## src/hdl/packet_framer_crc16_core_defines.svh

```systemverilog
// ---------------------------------------------------------------------------
// Packet framer assertion macros
// Shared concurrent assertion forms, clocked on clk and disabled in reset.
// ---------------------------------------------------------------------------
`ifndef PACKET_FRAMER_CRC16_CORE_DEFINES_SVH
`define PACKET_FRAMER_CRC16_CORE_DEFINES_SVH

// Consequent must hold in the same cycle as the antecedent.
`define PFC_ASSERT_SAME(label, ante, cons) \
	label: assert property (@(posedge clk) disable iff (!arst_n) (ante) |-> (cons)) \
		else $error("packet framer check failed");

// Consequent must hold in the cycle after the antecedent.
`define PFC_ASSERT_NEXT(label, ante, cons) \
	label: assert property (@(posedge clk) disable iff (!arst_n) (ante) |=> (cons)) \
		else $error("packet framer check failed");

`endif

```

## src/hdl/pfc_pkg.sv

```systemverilog
// ---------------------------------------------------------------------------
// Packet framer package
// Beat types, codes and the CRC-16/MODBUS byte step.
// ---------------------------------------------------------------------------
package pfc_pkg;

	localparam int BURST_MAX = 7;
	localparam int CNT_W     = 3;

	localparam logic [15:0] CRC_INIT = 16'hFFFF;
	localparam logic [15:0] CRC_POLY = 16'hA001;

	localparam logic [7:0] SYNC_RESET = 8'd170;
	localparam logic [15:0] MAX_LEN_RESET = 16'd1024;

	localparam logic CFG_SYNC    = 1'b0;
	localparam logic CFG_MAX_LEN = 1'b1;

	typedef enum logic {
		OP_START = 1'b0,
		OP_DATA  = 1'b1
	} op_t;

	typedef enum logic [1:0] {
		ST_OK        = 2'd0,
		ST_TOO_LONG  = 2'd1,
		ST_NO_PACKET = 2'd2,
		ST_IN_PACKET = 2'd3
	} status_t;

	// What a queued output beat carries
	typedef enum logic [1:0] {
		K_BYTE   = 2'd0,
		K_CRC_LO = 2'd1,
		K_CRC_HI = 2'd2,
		K_ERR    = 2'd3
	} kind_t;

	typedef struct packed {
		op_t         operation;
		logic [15:0] payload_length;
		logic [7:0]  payload_byte;
	} item_t;

	typedef struct packed {
		logic [7:0] out_byte;
		logic       last_of_packet;
		status_t    status;
	} result_t;

	typedef struct packed {
		kind_t      kind;
		logic [7:0] data;
		status_t    status;
	} entry_t;

	typedef struct packed {
		entry_t [BURST_MAX-1:0] ent;
		logic [CNT_W-1:0]       count;
	} burst_t;

	function automatic logic [15:0] crc16_byte(input logic [15:0] crc, input logic [7:0] b);
		logic [15:0] c;
		c = crc ^ {8'h00, b};
		for (int i = 0; i < 8; i++) begin
			if (c[0]) begin
				c = (c >> 1) ^ CRC_POLY;
			end else begin
				c = c >> 1;
			end
		end
		return c;
	endfunction

endpackage

```

## src/hdl/pfc_frame.sv

```systemverilog
// ---------------------------------------------------------------------------
// Packet framer front end
// Input register and packet state; turns one item into a burst of beats.
// ---------------------------------------------------------------------------
module pfc_frame (
	input  logic            clk,
	input  logic            arst_n,
	input  logic            item_valid,
	output logic            item_ready,
	input  pfc_pkg::item_t  item,
	input  logic [7:0]      sync_value,
	input  logic [15:0]     max_payload_length,
	input  logic            take,
	output logic            load_valid,
	output pfc_pkg::burst_t burst
);

	pfc_pkg::item_t item_s1;
	logic           valid_s1;
	logic           adv;

	logic [15:0] seq_q, seq_d;
	logic [15:0] remain_q, remain_d;
	logic        open_q, open_d;

	assign adv        = valid_s1 && take;
	assign item_ready = !valid_s1 || take;
	assign load_valid = valid_s1;

	always_ff @(posedge clk or negedge arst_n) begin
		if (!arst_n) begin
			valid_s1 <= 1'b0;
		end else if (item_valid && item_ready) begin
			valid_s1 <= 1'b1;
		end else if (adv) begin
			valid_s1 <= 1'b0;
		end
	end

	always_ff @(posedge clk) begin
		if (item_valid && item_ready) begin
			item_s1 <= item;
		end
	end

	always_comb begin
		burst    = '0;
		seq_d    = seq_q;
		remain_d = remain_q;
		open_d   = open_q;
		for (int i = 0; i < pfc_pkg::BURST_MAX; i++) begin
			burst.ent[i].kind   = pfc_pkg::K_ERR;
			burst.ent[i].data   = 8'h00;
			burst.ent[i].status = pfc_pkg::ST_OK;
		end
		if (item_s1.operation == pfc_pkg::OP_START) begin
			if (open_q) begin
				burst.ent[0].status = pfc_pkg::ST_IN_PACKET;
				burst.count         = pfc_pkg::CNT_W'(1);
			end else if (item_s1.payload_length > max_payload_length) begin
				burst.ent[0].status = pfc_pkg::ST_TOO_LONG;
				burst.count         = pfc_pkg::CNT_W'(1);
			end else begin
				for (int i = 0; i < 5; i++) begin
					burst.ent[i].kind = pfc_pkg::K_BYTE;
				end
				burst.ent[0].data = sync_value;
				burst.ent[1].data = item_s1.payload_length[7:0];
				burst.ent[2].data = item_s1.payload_length[15:8];
				burst.ent[3].data = seq_q[7:0];
				burst.ent[4].data = seq_q[15:8];
				if (item_s1.payload_length == 16'd0) begin
					// empty payload: close at once with the trailer
					burst.ent[5].kind = pfc_pkg::K_CRC_LO;
					burst.ent[6].kind = pfc_pkg::K_CRC_HI;
					burst.count       = pfc_pkg::CNT_W'(7);
					seq_d             = seq_q + 16'd1;
				end else begin
					burst.count = pfc_pkg::CNT_W'(5);
					remain_d    = item_s1.payload_length;
					open_d      = 1'b1;
				end
			end
		end else begin
			if (!open_q) begin
				burst.ent[0].status = pfc_pkg::ST_NO_PACKET;
				burst.count         = pfc_pkg::CNT_W'(1);
			end else begin
				burst.ent[0].kind = pfc_pkg::K_BYTE;
				burst.ent[0].data = item_s1.payload_byte;
				remain_d          = remain_q - 16'd1;
				if (remain_q == 16'd1) begin
					burst.ent[1].kind = pfc_pkg::K_CRC_LO;
					burst.ent[2].kind = pfc_pkg::K_CRC_HI;
					burst.count       = pfc_pkg::CNT_W'(3);
					open_d            = 1'b0;
					seq_d             = seq_q + 16'd1;
				end else begin
					burst.count = pfc_pkg::CNT_W'(1);
				end
			end
		end
	end

	always_ff @(posedge clk or negedge arst_n) begin
		if (!arst_n) begin
			seq_q    <= 16'd0;
			remain_q <= 16'd0;
			open_q   <= 1'b0;
		end else if (adv) begin
			seq_q    <= seq_d;
			remain_q <= remain_d;
			open_q   <= open_d;
		end
	end

endmodule

```

## src/hdl/pfc_serial.sv

```systemverilog
// ---------------------------------------------------------------------------
// Packet framer output stage
// Beat queue shifted out one per cycle while result_ready is high, with the running CRC over sent bytes.
// ---------------------------------------------------------------------------
module pfc_serial (
	input  logic             clk,
	input  logic             arst_n,
	input  logic             load_valid,
	input  pfc_pkg::burst_t  burst,
	output logic             take,
	output logic             result_valid,
	input  logic             result_ready,
	output pfc_pkg::result_t result
);

	pfc_pkg::entry_t [pfc_pkg::BURST_MAX-1:0] ent_q;
	logic [pfc_pkg::CNT_W-1:0]                cnt_q;
	logic [15:0]                              crc_q;
	logic                                     load;
	logic                                     beat;

	assign result_valid = (cnt_q != '0);
	assign beat         = result_valid && result_ready;
	// free now, or the last queued beat leaves this cycle
	assign take = (cnt_q == '0) || ((cnt_q == pfc_pkg::CNT_W'(1)) && result_ready);
	assign load = load_valid && take;

	always_ff @(posedge clk or negedge arst_n) begin
		if (!arst_n) begin
			cnt_q <= '0;
		end else if (load) begin
			cnt_q <= burst.count;
		end else if (beat) begin
			cnt_q <= cnt_q - pfc_pkg::CNT_W'(1);
		end
	end

	always_ff @(posedge clk) begin
		if (load) begin
			ent_q <= burst.ent;
		end else if (beat) begin
			for (int i = 0; i < pfc_pkg::BURST_MAX - 1; i++) begin
				ent_q[i] <= ent_q[i+1];
			end
		end
	end

	// CRC advances on each byte as it leaves; the high trailer byte rearms it
	always_ff @(posedge clk or negedge arst_n) begin
		if (!arst_n) begin
			crc_q <= pfc_pkg::CRC_INIT;
		end else if (beat) begin
			case (ent_q[0].kind)
				pfc_pkg::K_BYTE:   crc_q <= pfc_pkg::crc16_byte(crc_q, ent_q[0].data);
				pfc_pkg::K_CRC_HI: crc_q <= pfc_pkg::CRC_INIT;
				default:           crc_q <= crc_q;
			endcase
		end
	end

	always_comb begin
		case (ent_q[0].kind)
			pfc_pkg::K_BYTE:   result.out_byte = ent_q[0].data;
			pfc_pkg::K_CRC_LO: result.out_byte = crc_q[7:0];
			pfc_pkg::K_CRC_HI: result.out_byte = crc_q[15:8];
			default:           result.out_byte = 8'h00;
		endcase
		result.last_of_packet = (ent_q[0].kind == pfc_pkg::K_CRC_HI);
		result.status         = ent_q[0].status;
	end

endmodule

```

## src/hdl/packet_framer_crc16_core.sv

```systemverilog
// An accepted item waits in the front-end input register, then loads into the beat
// queue; one result beat per cycle leaves the queue head while result_ready is high;
// a data item gives 1 beat (3 when it closes the packet), a start 5 or 7, an error 1.
// The queue takes the next item only when it is empty or as its last beat leaves.
// Reset clears packet state, sequence number, CRC, queue and config to defaults.
// ---------------------------------------------------------------------------
// Packet framer with CRC-16/MODBUS trailer; bad items give an error beat
// Frames start and data items into sync, length, sequence, payload and CRC bytes.
// ---------------------------------------------------------------------------
`include "packet_framer_crc16_core_defines.svh"

module packet_framer_crc16_core (
	input  logic             clk,
	input  logic             arst_n,
	input  logic             item_valid,
	output logic             item_ready,
	input  pfc_pkg::item_t   item,
	output logic             result_valid,
	input  logic             result_ready,
	output pfc_pkg::result_t result,
	input  logic             cfg_we,
	input  logic             cfg_index,
	input  logic [15:0]      cfg_data
);

	logic [7:0]      sync_q;
	logic [15:0]     max_len_q;
	logic            take;
	logic            load_valid;
	pfc_pkg::burst_t burst;

	always_ff @(posedge clk or negedge arst_n) begin
		if (!arst_n) begin
			sync_q    <= pfc_pkg::SYNC_RESET;
			max_len_q <= pfc_pkg::MAX_LEN_RESET;
		end else if (cfg_we) begin
			unique case (cfg_index)
				pfc_pkg::CFG_SYNC:    sync_q    <= cfg_data[7:0];
				pfc_pkg::CFG_MAX_LEN: max_len_q <= cfg_data;
				default:              sync_q    <= sync_q;
			endcase
		end
	end

	pfc_frame u_frame (
		.clk                (clk),
		.arst_n             (arst_n),
		.item_valid         (item_valid),
		.item_ready         (item_ready),
		.item               (item),
		.sync_value         (sync_q),
		.max_payload_length (max_len_q),
		.take               (take),
		.load_valid         (load_valid),
		.burst              (burst)
	);

	pfc_serial u_serial (
		.clk          (clk),
		.arst_n       (arst_n),
		.load_valid   (load_valid),
		.burst        (burst),
		.take         (take),
		.result_valid (result_valid),
		.result_ready (result_ready),
		.result       (result)
	);

	`PFC_ASSERT_SAME(a_last_is_ok, result_valid && result.last_of_packet, result.status == pfc_pkg::ST_OK)
	`PFC_ASSERT_SAME(a_err_clean, result_valid && (result.status != pfc_pkg::ST_OK), !result.last_of_packet && (result.out_byte == 8'h00))
	`PFC_ASSERT_NEXT(a_load_shows, load_valid && take, result_valid)

endmodule

```

## config.mk

```make
export PLATFORM = sky130hd
export DESIGN_NAME = packet_framer_crc16_core
export DESIGN_NICKNAME = d
export VERILOG_FILES = /design/src/hdl/pfc_pkg.sv /design/src/hdl/pfc_frame.sv /design/src/hdl/pfc_serial.sv /design/src/hdl/packet_framer_crc16_core.sv
export VERILOG_INCLUDE_DIRS = /design/src /design/src/hdl
export SDC_FILE = /design/constraint.sdc
export NUM_CORES = 1
export LEC_CHECK = 0
export BUFFER_PORTS_ARGS = -buffer_cell sky130_fd_sc_hd__buf_4
export CAP_MARGIN = 20
export CORE_MARGIN = 8
export CORE_UTILIZATION = 40
export DETAILED_ROUTE_END_ITERATION = 8
export GPL_TIMING_DRIVEN = 0
export PLACE_DENSITY = 0.69
export SLEW_MARGIN = 5
export SYNTH_ARGS = -nofsm -noshare
export SYNTH_HDL_FRONTEND = slang
export SYNTH_HIERARCHICAL = 1
export SYNTH_SLANG_ARGS = --single-unit
```

## constraint.sdc

```tcl
create_clock -name clk -period 4.58 [get_ports clk]
set_input_delay 0.229 -clock clk [delete_from_list [all_inputs] [get_ports clk]]
set_output_delay 0.229 -clock clk [all_outputs]
set_load 0.005 [all_outputs]
```

==> results of run 1 <==
cell usage after synthesis, drive strengths merged, types with 3 or more instances:
cell / number / area (um^2)
o311ai: 3 / 26.3
nand2: 35 / 134
and3: 4 / 25.0
o31ai: 4 / 30.0
a21oi: 29 / 145
ha: 23 / 288
nand4b: 4 / 41.3
xnor2: 31 / 279
mux2: 97 / 1090
nand4: 11 / 75.1
or4: 3 / 26.3
o41ai: 3 / 26.3
inv: 27 / 101
nor2b: 3 / 18.8
o211ai: 6 / 45.0
a22o: 8 / 70.1
and4: 3 / 26.3
dfstp: 21 / 552
or2: 5 / 31.3
edfxtp: 109 / 3270
a31oi: 3 / 18.8
o21ai: 28 / 144
a221o: 8 / 80.1
nand3: 11 / 55.1
clkbuf: 14 / 62.6
nor4: 7 / 50.1
xor2: 7 / 61.3
nor3: 9 / 45.0
mux2i: 9 / 90.1
nor2: 38 / 150
or3: 3 / 18.8
dfrtp: 56 / 1400
nand2b: 5 / 31.3
buf: 55 / 382
and2: 33 / 206
through the flow:
step	hold WS (ps)	util	TNS (ps)	total power, mW
after floorplan	-66.6	-	0	4.87
after global placement	408	0.448	-22470	5.59
after detailed placement	408	0.450	0	5.67
after CTS	0.334	0.487	0	7.17
after global routing	10.4	0.489	0	7.54
final	18.9	0.489	0	7.11
repair_timing:
item                                   CTS  global route
gates resized for setup                  0             0
setup buffers                            0             0
hold buffers                            25             2
endpoints found under the hold margin   25            18
state kept, by name, indices dropped and copies added (netlist names):
register	cells
u_serial/cnt_q	3
u_frame/item_s1	25
u_serial/result	2
u_frame/seq_q	16
u_frame/open_q	1
sync_q	8
max_len_q	16
u_serial/ent_q	82
u_frame/load_valid	1
u_frame/remain_q	16
u_serial/crc_q	16
kinds of logic after synthesis:
group / share of synthesized area
multiplexers: 0.128
XOR/XNOR: 0.0393
flip-flops: 0.564
buffers and inverters: 0.0589
AND/OR/NAND/NOR: 0.104
adder cells (fa/ha/maj): 0.0311
AO/OA/AOI/OAI: 0.0734
other: 0.000811
worst reg2reg max path: stages, from the launching register on:
cell and delay [ps]:
edfxtp_1 530, ha_1 360, nand4_1 190, or4_4 620
a211oi_2 680, buf_2 350, inv_1 170, buf_4 160
mux2_2 250
cell type report:
cell class | instances | area (um^2) | area share
sequential | 186 | 5230 | 0.470
multi-input combinational | 477 | 3600 | 0.324
timing repair buffer | 89 | 783 | 0.0705
clock buffer | 22 | 522 | 0.0469
buffer | 69 | 444 | 0.0400
tap | 285 | 357 | 0.0321
inverter | 27 | 101 | 0.00912
clock inverter | 10 | 76.3 | 0.00687
routing by layer:
layer  track usage  up-vias
met4        0.0509        0
met2         0.224      155
li1              -     2863
met1         0.196     2922
met3        0.0360       25
met5             0        -
power by group:
part	switching, mW	leakage [nW]	total, mW	internal [mW]
registers	0.340	1.95	3.01	2.67
logic	1.35	2.22	2.65	1.30
clock network	0.638	0.296	1.46	0.819
layout by cell type, fill, tap and decap left out, types with 7 or more instances in the layout:
master         netlist  layout
a21oi_1             29      29
conb_1               2      31
buf_2               11      11
mux2_1              10      10
xnor2_1             30      30
xor2_1               7       7
dfstp_2             21      21
clkbuf_1            13      13
edfxtp_1           109     109
nand3_1             11      11
a221o_1              8       8
inv_1               26      26
dfrtp_1             56      56
nor3_1               9       9
mux2_2              87      87
clkbuf_16            0      20
buf_4               43     102
nand2_1             34      34
and2_1              33      33
ha_1                23      23
o21ai_0             27      27
nand4_1             10      10
nor2_1              37      37
dlygate4sd3_1        0      27
a22o_1               8       8
mux2i_1              9       9
final timing paths:
kind	from	to
min in group asynchronous	arst_n	max_len_q[3]$_DFFE_PN0P_
hold / removal	cfg_data[9]	max_len_q[9]$_DFFE_PN0P_
setup reg to reg	u_frame/item_s1[14]$_DFFE_PP_	u_serial/ent_q[35]$_DFFE_PP_
hold reg to reg	u_frame/seq_q[15]$_DFFE_PN0P_	u_frame/seq_q[15]$_DFFE_PN0P_
setup / recovery	u_frame/item_s1[14]$_DFFE_PP_	u_serial/ent_q[35]$_DFFE_PP_
max in group asynchronous	arst_n	max_len_q[10]$_DFFE_PN1P_
==> metrics.txt, run 1 <==
Netlist cell types 61; I/O pin cnt 60; metal3 WL 1100 um; CP Depth 8; reg2reg setup slack 1020 ps; Fmax achieved 281 MHz; worst slack, placed 1020 ps; PwrDens 640 mW/mm^2; number of global-route vias before repair 5,935; FF+latch count, synth 186; Layout area overhead 20.0%; number of placed instances, taps included 1,105; fillers 2,006; Mean Syn Cell Area 12.7 um^2; sum of buffers and inverters on the critical path 3; YS warnings 6; clock root buffer clkbuf_16; CP Cell Sequence ha_1 -> nand4_1 -> or4_4 -> a211oi_2 -> buf_2 -> inv_1 -> buf_4 -> mux2_2; Tmin final 3560 ps; share of cells above drive strength 1 0.314; Tcrit/Tclk final 0.778; FF-to-FF path depth 8; Synth Flop Type edfxtp_1; antenna violations before repair 0; first-pass GRT wire length 32,300 um; CP max FO 10; Layout Nets 937; max incr delay on CP 680 ps; Setup crit start kind flop; CP delay by family, top simple AND/OR/NAND/NOR gates; core area 0.0227 mm^2; WL final 19,900 um; HPWL Detailed 13,800 um; drt drc 0; initial core utilization 0.408; GRT Util Overall 0.145; Clk Latency, worst-skew pair 430 ps; Port Buffers 59; WP data arrival 3740 ps; CP Capture Type flop; metal2 WL 9270 um; Die Area 0.0283 mm^2; Post-Layout Cell Count 1,165; total CTS buffers 17; VDD IR max 0.000336 V; Worst path slowest cell a211oi_2; EDFF count, synth 109; Hold Violations, Final 0; # H-tree levels 4; Mapped Cells 730; Chip Height 168 um; GPL Wtd Cong 0.851; DR WL/cell 17.1 um; Hold Path Stages 2; DR pass1 iterations 5; Hold WC Path Type input port to flop; Worst-Margin Slew 886 ps; Final setup viols 0; Max-slew headroom 0.407; Async SR Flop Fraction 0.414; Cell Area, Synth 0.00926 mm^2; Vias 5,965; die width 168 um; DRT antenna net count 0; CTS tree done; Via density 5.12; RSZ-0062 raised after global routing false; kind of critical path flop to flop; initial DRC count 538; top layer reached by signal wires met4; Bufs on Longest Clock Path 2; site row count 55; worst setup margin 1020 ps; final slew viol count 0; Req. time, crit path 4760 ps; status finished clean; final instance area 0.0111 mm^2; largest net degree at the start of global routing 78; M1 wire length 9240 um; placed instance area 0.0102 mm^2; Leak 4.46 nW; Seq/Total Area, Yosys 0.564; clk_skew 13.7 ps; clock-pin slew on the worst setup and hold paths 70 ps; max_cap viols 0; grt total ovfl 0; ANT cells 0; number of clock sinks 186
(Power assumes the default switching activity.)
==> run 2, diff against run 1 <==
==> constraint.sdc (replaced) <==
create_clock -name clk -period 3.6 [get_ports clk]
set_input_delay 0.18 -clock clk [delete_from_list [all_inputs] [get_ports clk]]
set_output_delay 0.18 -clock clk [all_outputs]
set_load 0.005 [all_outputs]
==> run 2 against run 1 <==
  * Non-clock buffer count rose by 16
  * Core utilization is 0.64 points higher
  * Power increased by 27%
  * Largest power group unchanged
  * Clock-buffer cell count fell by 3
  * Critical endpoint is now u_serial/ent_q[59]$_DFFE_PP_
  * Flip-flop and latch count did not move
  * Final area increased by 1.3%
  * Fmax increased by 3.9%
  * Combinational power grew 28%
  * Die area did not move
  * Clock skew shrank 1.7 ps
  * Critical path depth stayed put
==> metrics.txt, run 2 (same netlist as run 1, synthesis figures left out) <==
Die Area 0.0283 mm^2 (unchanged); # H-tree levels 4 (unchanged); initial DRC count 583 (+8.4%); ANT cells 0 (unchanged); Reg area 0.00523 mm^2 (unchanged); met3 usage 0.0358 (-0.000234); RSZ-0062 raised after global routing false; clk_skew 12.0 ps (-1.74 ps); CTS tree done; Fmax achieved 292 MHz (+3.9%); Req. time, crit path 3780 ps (-980 ps); postcts setup bufs 0 (unchanged); Top reg by flops u_serial/ent_q; WP data arrival 3610 ps (-130 ps); number of clock sinks 186 (unchanged); most frequent cells in the layout edfxtp_1, buf_4, mux2_2; Layout Nets 953 (+1.7%); Hold WC Path Type input port to async pin; Tmin final 3430 ps (-135 ps); die width 168 um (unchanged); met2 capacity usage during global routing 0.232 (+0.00777); DRT antenna net count 0 (unchanged); Final setup viols 0 (unchanged); clock-pin slew on the worst setup and hold paths 70 ps (about the same); drt drc 0 (unchanged); grt total ovfl 0 (unchanged); most common cell after layout, fill and taps aside edfxtp_1; worst setup margin 173 ps (-845 ps); largest net degree at the start of global routing 78 (unchanged); DR WL/cell 17.1 um (about the same); area occupied by multi-input gates 0.00361 mm^2 (+0.21%); kind of critical path flop to flop; Chip Height 168 um (unchanged); number of global-route vias before repair 6,055 (+2.0%); GRT Util Overall 0.145 (-0.000229); site row count 55 (unchanged); grt peak-use layer met2; max_cap viols 0 (unchanged); max incr delay on CP 640 ps (-40 ps); Port Buffers 59 (unchanged); Via density 5.09 (-0.51%); Worst path slowest cell or4_4; GR Util met1 0.191 (-0.00473); fillers 1,999 (-0.35%); share of cells above drive strength 1 0.308 (-0.00560); status finished clean; Clk Latency, worst-skew pair 430 ps (about the same); final slew viol count 0 (unchanged); antenna violations before repair 0 (unchanged); clock root buffer clkbuf_16; VDD IR max 0.000473 V (+41%); Vias 6,016 (+0.85%); Tcrit/Tclk final 0.952 (+0.174); CP max FO 10 (unchanged); total CTS buffers 17 (unchanged); Util after Layout 0.496 (+0.00639); CP Capture Type flop; Leak 4.53 nW (+1.4%); max reg flops 82 (unchanged); Hold Violations, Final 0 (unchanged); CP Cell Sequence ha_1 -> nand4_1 -> or4_4 -> a211oi_4 -> buf_2 -> inv_1 -> buf_4 -> mux2_2; Worst-Margin Slew 895 ps (+8.26 ps); Setup crit start kind flop; WL final 20,200 um (+1.3%); initial core utilization 0.408 (unchanged); I/O pin cnt 60 (unchanged); DR pass1 iterations 5 (unchanged); Layout area overhead 21.6%; core area 0.0227 mm^2 (unchanged); Bufs on Longest Clock Path 2 (unchanged); top flop regs u_serial/ent_q x82, u_frame/item_s1 x25; GPL Wtd Cong 0.845 (-0.68%); first-pass GRT wire length 32,300 um (-0.23%); worst slack, placed 27.7 ps (-994 ps); HPWL Detailed 13,900 um (+1.0%); Max-slew headroom 0.401 (-0.00553); PwrDens 805 mW/mm^2 (+26%)
[run 2: cell count changes in the layout (fill, tap and decap cells not counted), sizes merged]
cell	change
inv	+6
clkbuf	-3
clkinv	-2
dlygate4sd3	+16
clkinvlp	-1
[run 2: metal layers]
layer,up-vias,routed length (um),share of wire
li1,2888,-,-
met1,2978,9330,0.46
met2,127,9610,0.48
met3,23,970,0.048
met4,0,301,0.015
met5,-,0,0
[run 2: power by group]
part | total (mW) | leakage, nW | switching [mW] | internal (mW)
clock network | 1.83 | 0.292 | 0.845 | 0.984
logic | 3.40 | 2.28 | 1.74 | 1.66
registers | 3.84 | 1.95 | 0.446 | 3.39
total | 9.07 | 4.53 | 3.03 | 6.04
[run 2: cell type report]
type | count | area share
Inverter | 27 | 0.00900
Sequential cell | 186 | 0.464
Timing Repair Buffer | 105 | 0.0838
Tap cell | 285 | 0.0317
Buffer | 69 | 0.0395
Clock buffer | 19 | 0.0422
Multi-Input combinational cell | 477 | 0.321
Clock inverter | 13 | 0.00889
[run 2: path summary, 6_finish.rpt]
path | startpoint | end | slack [ps] | cells after the start
worst min-delay path | arst_n | max_len_q[6]$_DFFE_PN0P_ | 120 | 2
worst min register to register | u_frame/seq_q[15]$_DFFE_PN0P_ | u_frame/seq_q[15]$_DFFE_PN0P_ | 480 | 1
worst max-delay path | u_frame/item_s1[14]$_DFFE_PP_ | u_serial/ent_q[59]$_DFFE_PP_ | 170 | 8
min in group clk | result_ready | u_serial/cnt_q[2]$_DFFE_PN0P_ | 190 | 4
worst max register to register | u_frame/item_s1[14]$_DFFE_PP_ | u_serial/ent_q[59]$_DFFE_PP_ | 170 | 8
max in group asynchronous | arst_n | max_len_q[10]$_DFFE_PN1P_ | 2850 | 3
[run 2: timing repair]
| item | CTS | global route |
|---|---|---|
| endpoints found under the setup margin | 0 | 6 |
| endpoints found under the hold margin | 104 | 2 |
| hold buffers | 42 | 1 |
| gates resized for setup | 0 | 1 |
[run 2: per-stage QoR]
| stage | area [um^2] | hold slack (ps) | power, mW | std cells | TNS, ps |
|---|---|---|---|---|---|
| 6_report | 11300 | 122 | 9.07 | 1181 | 0 |
| 5_1_grt | 11300 | 142 | 9.58 | 1181 | 0 |
| 2_1_floorplan | 9370 | -116 | 6.18 | 759 | 0 |
| 3_3_place_gp | 10200 | 359 | 7.08 | 1103 | -9110 |
| 4_1_cts | 11200 | 0.0340 | 9.11 | 1179 | 0 |
| 3_5_place_dp | 10200 | 360 | 7.22 | 1105 | 0 |
[run 2: worst max-delay path, delay by kind of cell, from the launching register on]
family	cells	cell delay [ps]
muxes	1	260
buffers and inverters	3	650
adders and majority gates	1	370
DFF	1	540
AOI/OAI and AO/OA	1	510
and+or+nand+nor	2	860
